### src/rtl/gaussian_polar_generator_unit_assert.svh
// assertion macros used by the gaussian generator unit
`ifndef GAUSSIAN_POLAR_GENERATOR_UNIT_ASSERT_SVH
`define GAUSSIAN_POLAR_GENERATOR_UNIT_ASSERT_SVH

// same-cycle implication, clocked on clk, off during reset
`define GPG_ASSERT_IMPL(label, ante, cons) \
    label: assert property (@(posedge clk) disable iff (!rst_n) (ante) |-> (cons)) \
        else $error("gpg assertion failed");

// next-cycle implication, clocked on clk, off during reset
`define GPG_ASSERT_NEXT(label, ante, cons) \
    label: assert property (@(posedge clk) disable iff (!rst_n) (ante) |=> (cons)) \
        else $error("gpg assertion failed");

`endif

### src/rtl/gpg_pkg.sv
// shared types and fixed-point constants of the gaussian generator
package gpg_pkg;

    localparam int CFG_BITS       = 16;
    localparam int CFG_INDEX_BITS = 1;
    localparam int OUT_BITS       = 21;

    localparam int MANT_BITS      = 31;   // mantissa in q1.30
    localparam int MANT_FRAC      = 30;
    localparam int LOG_FRAC       = 24;
    localparam int NL_BITS        = 30;   // -log2(w) in q.24, p below 64
    localparam int LN2_BITS       = 32;
    localparam int LN2_SHIFT      = 31;
    localparam int ROOT_PRESHIFT  = 8;
    localparam int ROOT_IN_BITS   = 40;
    localparam int ROOT_BITS      = 20;
    localparam int YMAG_BITS      = 24;
    localparam int SCALE_STAGES   = 4;

    localparam logic [LN2_BITS-1:0] LN2_Q32 = 32'hB172_17F8;
    localparam logic [CFG_BITS-1:0] STD_DEV_RESET = 16'd256;
    localparam int OUT_MAX = 1048575;
    localparam int OUT_MIN = -1048576;

    typedef enum logic [CFG_INDEX_BITS-1:0] {
        REG_MEAN_OFFSET = 1'b0,
        REG_STD_DEV     = 1'b1
    } cfg_reg_t;

    typedef struct packed {
        logic signed [CFG_BITS-1:0] mean_offset;
        logic [CFG_BITS-1:0]        std_dev;
    } cfg_t;

endpackage

### src/rtl/gpg_scale.sv
// one output lane: x times root, exponent shift, stddev scaling, mean add
module gpg_scale #(
    parameter int UNIFORM_BITS = 16
) (
    input  logic                                clk,
    input  logic                                en,
    input  logic [UNIFORM_BITS-2:0]             xmag,
    input  logic                                xneg,
    input  logic [gpg_pkg::ROOT_BITS-1:0]       root,
    input  logic [$clog2(UNIFORM_BITS)-1:0]     shift,
    input  gpg_pkg::cfg_t                       cfg,
    output logic signed [gpg_pkg::OUT_BITS-1:0] value
);

    localparam int FB        = UNIFORM_BITS - 1;
    localparam int SH_BITS   = $clog2(UNIFORM_BITS);
    localparam int PROD_BITS = FB + gpg_pkg::ROOT_BITS;
    localparam int YB        = gpg_pkg::YMAG_BITS;
    localparam int DPROD     = YB + gpg_pkg::CFG_BITS;
    localparam int SUMB      = YB + 2;

    logic [PROD_BITS-1:0] prod_reg, prod_next;
    logic [SH_BITS-1:0]   shift_reg;
    logic                 neg_a_reg, neg_b_reg, neg_c_reg;
    logic [YB-1:0]        ymag_reg, ymag_next;
    logic [YB-1:0]        d_reg, d_next;
    logic signed [gpg_pkg::OUT_BITS-1:0] value_reg, value_next;

    logic [PROD_BITS-1:0] shifted;
    logic [DPROD-1:0]     dprod;
    logic signed [SUMB-1:0] mean_ext, d_ext, sum;

    always_comb
    begin
        prod_next = PROD_BITS'(xmag) * PROD_BITS'(root);
        shifted   = prod_reg >> shift_reg;
        // clamp, never reached by a pair inside the circle
        ymag_next = (|shifted[PROD_BITS-1:YB]) ? {YB{1'b1}} : shifted[YB-1:0];
        dprod     = DPROD'(ymag_reg) * DPROD'(cfg.std_dev)
                    + (DPROD'(1) << (gpg_pkg::CFG_BITS - 1));
        d_next    = dprod[DPROD-1:gpg_pkg::CFG_BITS];
        mean_ext  = SUMB'(cfg.mean_offset);
        d_ext     = signed'({2'b00, d_reg});
        // sign applied after rounding, so rounding is symmetric
        sum       = neg_c_reg ? (mean_ext - d_ext) : (mean_ext + d_ext);
        if (sum > SUMB'(gpg_pkg::OUT_MAX))
        begin
            value_next = gpg_pkg::OUT_BITS'(gpg_pkg::OUT_MAX);
        end
        else if (sum < SUMB'(gpg_pkg::OUT_MIN))
        begin
            value_next = gpg_pkg::OUT_BITS'(gpg_pkg::OUT_MIN);
        end
        else
        begin
            value_next = sum[gpg_pkg::OUT_BITS-1:0];
        end
    end

    always_ff @(posedge clk)
    begin
        if (en)
        begin
            prod_reg  <= prod_next;
            shift_reg <= shift;
            neg_a_reg <= xneg;
            ymag_reg  <= ymag_next;
            neg_b_reg <= neg_a_reg;
            d_reg     <= d_next;
            neg_c_reg <= neg_b_reg;
            value_reg <= value_next;
        end
    end

    assign value = value_reg;

endmodule

### config.mk
export PLATFORM = sky130hd
export DESIGN_NAME = gpg_scale
export DESIGN_NICKNAME = d
export VERILOG_FILES = /design/src/rtl/gaussian_polar_generator_unit_assert.svh /design/src/rtl/gpg_pkg.sv /design/src/rtl/gpg_scale.sv
export SDC_FILE = /design/constraint.sdc
export NUM_CORES = 2
export LEC_CHECK = 0
export ABC_AREA = 0
export ABC_CLOCK_PERIOD_IN_PS = 5850
export BUFFER_PORTS_ARGS = -buffer_cell sky130_fd_sc_hd__buf_2
export CORE_MARGIN = 2
export CORE_UTILIZATION = 32
export CTS_BUF_LIST = sky130_fd_sc_hd__clkbuf_8
export CTS_CLUSTER_DIAMETER = 200
export CTS_CLUSTER_SIZE = 30
export DETAILED_ROUTE_END_ITERATION = 12
export GPL_ROUTABILITY_DRIVEN = 0
export PLACE_DENSITY_LB_ADDON = 0.15
export SLEW_MARGIN = 20
export SYNTH_ARGS = -nofsm -noshare
export SYNTH_HDL_FRONTEND = slang
export SYNTH_SLANG_ARGS = --single-unit
export TNS_END_PERCENT = 30
### constraint.sdc
create_clock -name clk -period 5.85 [get_ports clk]
set_input_delay 0 -clock clk [delete_from_list [all_inputs] [get_ports clk]]
set_output_delay 0 -clock clk [all_outputs]
set_load 0.02 [all_outputs]
Yosys cells after proc, flatten, opt, wreduce, memory -nomap -nowiden
Index checks and enable logic that the tools add are counted.

Add/subtract/negate cells: 3. $mul: 2. Div/mod/pow operators: 0. Magnitude comparators: 2. Eq/ne operators: 0. Shifts and indexed selects: 1. Multiplexer cells: 2. Bitwise logic cells: 0. Reductions and logical operators: 1.

Operator list (count): 40-bit by 16-bit adder with 40-bit output, second input constant (1); 24-bit by 16-bit multiplier with 40-bit output (1); 15-bit by 20-bit multiplier with 35-bit output (1); 35-bit by 4-bit >> shifter with 35-bit output (1); 16-bit by 25-bit adder with 26-bit output (1); 26-bit by 21-bit > comparator with 1-bit output, second input constant (1); 26-bit by 21-bit < comparator with 1-bit output, second input constant (1); 26-bit two-way mux (1); 16-bit by 25-bit subtractor with 26-bit output (1); 21-bit two-way mux (1); 11-bit OR reduction (1).

Register bits: 111. Latch bits: 0. RAM bits: 0. ROM bits: 0. Input bits: 74. Memories: 0.

Depth between registers and ports, before layout
Depth in word-level cells: 4. Gate-level depth with buffers: 25. Gate-level depth less buffers: 23.

Worst setup path after synthesis
No wires, ideal clock.

Kind: reg-to-reg. Start: register ymag_reg[13]. End: register d_reg[20], data pin. Arrival: 6131 ps. Data required time: 5591 ps. Slack: -541 ps. Stages on the path, launching flop included: 23. Path buffers: 1. Clock period less this slack: 6391 ps. Path through: edfxtp_1 clkbuf_1 nand2_1 fa_1 inv_1 fa_1 inv_1 fa_1 inv_1 fa_1 fa_1 inv_1 fa_1 inv_1 ha_1 nand2_1 or3_1 nor3_1 o211a_1 o21ai_1 o41ai_1 a21oi_1 xnor2_1.

Word-level cells in the longest chain between the ends: 2.

Ends and longest elaborated chain: start: declaration (RTL line gpg_scale.sv:25) `logic [YB-1:0] ymag_reg, ymag_next;`; start signal: assignment (RTL line gpg_scale.sv:67) `ymag_reg <= ymag_next;`; 24-bit by 16-bit multiplier with 40-bit output (RTL line gpg_scale.sv:39) `dprod = DPROD'(ymag_reg) * DPROD'(cfg.std_dev)`; 40-bit by 16-bit adder with 40-bit output (RTL line gpg_scale.sv:40) `+ (DPROD'(1) << (gpg_pkg::CFG_BITS - 1));`; named net dprod[36] (RTL line gpg_scale.sv:30) `logic [DPROD-1:0] dprod;`; end signal: assignment (RTL line gpg_scale.sv:69) `d_reg <= d_next;`; end: declaration (RTL line gpg_scale.sv:26) `logic [YB-1:0] d_reg, d_next;`.

The timed path passes the listed nets, and every way through them passes these cells. A chain may end at the register's enable or synchronous reset.

Worst setup path in the final report
Start: register ymag_reg[15]. End: register d_reg[17], data pin.

Same word-level chain as after synthesis.

==> out/qor.txt <==
Status: finished with violations
Failing checks: negative setup slack
Ys async rst share: 0%
Initial antenna violation count: 2
Hold Crit Class: in -> reg
Synthesized area per cell: 9.10 µm²
Unique cell type count in the Yosys netlist: 77
Worst Clk Skew: 0.0167 ns
Share of cells above drive strength 1: 16.1%
Register bit total from synthesis: 111
Synth Area in Adders: 48.5%
Root buffer selected by CTS: clkbuf_8
DRC viols: 0
H-tree levels: 3
Commonest non-fill, non-tap cell in the layout: inv_1
Initial Util: 32.4%
Syn nets: 4,029
Crit path capture: d_reg[17]
Post-Syn Area: 28,800 µm²
Synth warnings: 0
Worst-margin pin slew: 0.789 ns
Worst reg2reg startpoint: ymag_reg[15]
Worst skew pair latency: 0.45 ns
GRT Util Overall: 16.2%
HPWL after DPL: 64,000 µm
RSZ-0062 raised after global routing: yes
Via density: 4.60
Synth area leaders: fa_1, edfxtp_1, ha_1
Vias in the first global route: 22.5k
Core box area: 88,800 µm²
Number of port buffers: 94
Clock sinks: 111
Setup violation total in the final timing report: 17
Die area: 92,400 µm²
Die width: 304 µm
Reg2reg path depth: 22
First-pass GRT wire length: 121,000 µm
Initial drt markers: 872
CP startpoint kind: flop
Clk slew on worst S/H paths: 0.12 ns
Sum Neg Setup Slack: -2.72 ns
Largest family of logic cells by synthesized area: adder cells
Worst reg2reg setup slack: -0.30 ns
CTS Buf Count: 9
Fill count: 9,191
Cell taking the most area after synthesis: fa_1
Highest Clock Rate: 162 MHz
Die H: 304 µm
Clock buffer depth: 2
CP max stage delay: 0.54 ns
CTS tree: done
Crit path max-delay cell type: fa_1
Top FF cell, synth: edfxtp_1
Fin worst setup slack: -0.304 ns
Crit share post-route: 105%
Drt wl/cell: 15.8 µm
WP data arrival: 6.43 ns
Worst path most repeated cell: fa_1
Area Growth Syn to Fin: 16.5%
Final Hold Vio Count: 0
Routed WL: 73,200 µm
DR vias: 21.3k
Xor/xnor share of the synthesized area: 2.71%
Critical path, cell by cell: buf_6 > buf_4 > and2_4 > fa_1 > inv_1 > fa_1 > inv_2 > fa_1 > fa_1 > fa_1 > inv_1 > fa_1 > inv_1 > ha_4 > a21o_1 > a21oi_2 > o31ai_4 > a22o_1 > o21ai_4 > a21boi_4 > or4_4 > o311ai_2
FF-to-FF End: d_reg[17]
Post-synth EDFFs: 111
Crit end category: flop
Final hold slack: 0.0809 ns
Grt ovf: 0
Register area share after synthesis: 11.6%
Max reg flops: 35
Worst setup path class: reg -> reg
Top Ports: 95
Share of the synthesized area in the top cell type: 37.4%
Commonest non-fill, non-tap cells in the layout: inv_1, fa_1, nand2_1
Maxcap violations: 0
Synth Area in Compound Gates: 6.96%
Num rows: 109
Largest net degree at the start of global routing: 62
Post-synthesis mux area share: 2.57%
Crit path max fanout: 6
Source of the critical timing path: ymag_reg[15]
Final ANT Viol Nets: 0
Post-synthesis simple-gate area fraction: 17.4%
Max-slew violations: 0
Slew HR: 47.4%
Syn Inst Count: 3,163
1st-pass router iterations: 5
Final layout net count: 4,319
Required @ worst endpoint: 6.13 ns
Fin crit period: 6.15 ns
[cell families (layout without fill, tap and decap cells)]
logic type | Yosys count | in the layout
compound gates | 311 | 311
xor+xnor | 89 | 89
fa+ha+maj | 792 | 792
buf+inv | 781 | 1076
flops | 111 | 111
mux | 50 | 50
other cells | 0 | 1
simple gates | 1029 | 1029
[per-stage QoR]
| stage | area, µm² | cells | setup WS (ns) | utilization [%] |
|---|---|---|---|---|
| floorplan | 28900 | 3163 | -0.0774 | - |
| global placement | 32500 | 4562 | -0.647 | 36.6 |
| detailed placement | 32500 | 4562 | -0.628 | 36.6 |
| CTS | 33200 | 4603 | -0.305 | 37.4 |
| global route | 33500 | 4624 | -0.484 | 37.8 |
| finish | 33500 | 4624 | -0.304 | 37.8 |
[layout make-up]
cell class	count	area (µm²)	share of cell area [%]
clock inverters	7	82.6	0.246
well taps	1165	1460	4.35
multi-input cells	2271	22900	68.4
inverters	638	2390	7.14
clock buffers	9	124	0.369
repair buffers	422	3210	9.58
diodes	1	2.50	0.00746
flip-flops and latches	111	3330	9.94
[worst min-delay path by stage]
stage | startpoint | endpoint | slack, ns | cells after the start
CTS | cfg[17] | value[1] | 0.07 | 4
detailed placement | xneg | neg_a_reg | 0.18 | 1
finish | cfg[17] | value[1] | 0.08 | 4
global placement | xneg | neg_a_reg | 0.18 | 1
floorplan | xneg | neg_a_reg | 0.1 | 0
global route | cfg[17] | value[1] | 0.14 | 4
[cell usage after synthesis (11+ instances only)]
cell type and number:
nand3_1 26, and2_1 299, and3_1 14, xor2_1 26, fa_1 538, nor2_1 86
ha_1 254, edfxtp_1 111, o21ai_0 64, mux2_2 11, nand2_1 488, nand2b_1 11
a211oi_1 20, xnor2_1 63, a21o_1 45, inv_1 637, nor3_1 30, nor2b_1 18
mux4_2 18, mux2i_1 21, clkbuf_1 129, a21oi_1 89, a31oi_1 12
[layer usage]
layer	GRT usage [%]	share of wire, %
met5	0	0.0096
met4	2.33	0.81
met1	23.2	49
met3	0.850	1.8
met2	27.6	48
[worst max-delay path, delay by kind of cell (launching register included)]
kind / cells / cell delay, ns
DFF: 1 / 0.43
buffers and inverters: 6 / 0.51
adders and majority gates: 7 / 3.28
AOI/OAI and AO/OA: 7 / 1.18
and+or+nand+nor: 2 / 0.57
[what timing repair did]
item	CTS	global route
setup buffers	19	20
resized for setup	58	51
hold endpoints to repair	6	0
hold buffers	6	0
cloned	0	0
pin swaps	14	39
setup endpoints to repair	23	29
Power is not shown: default switching activity piles up to over one toggle a cycle in this logic, so the estimate is an artifact.
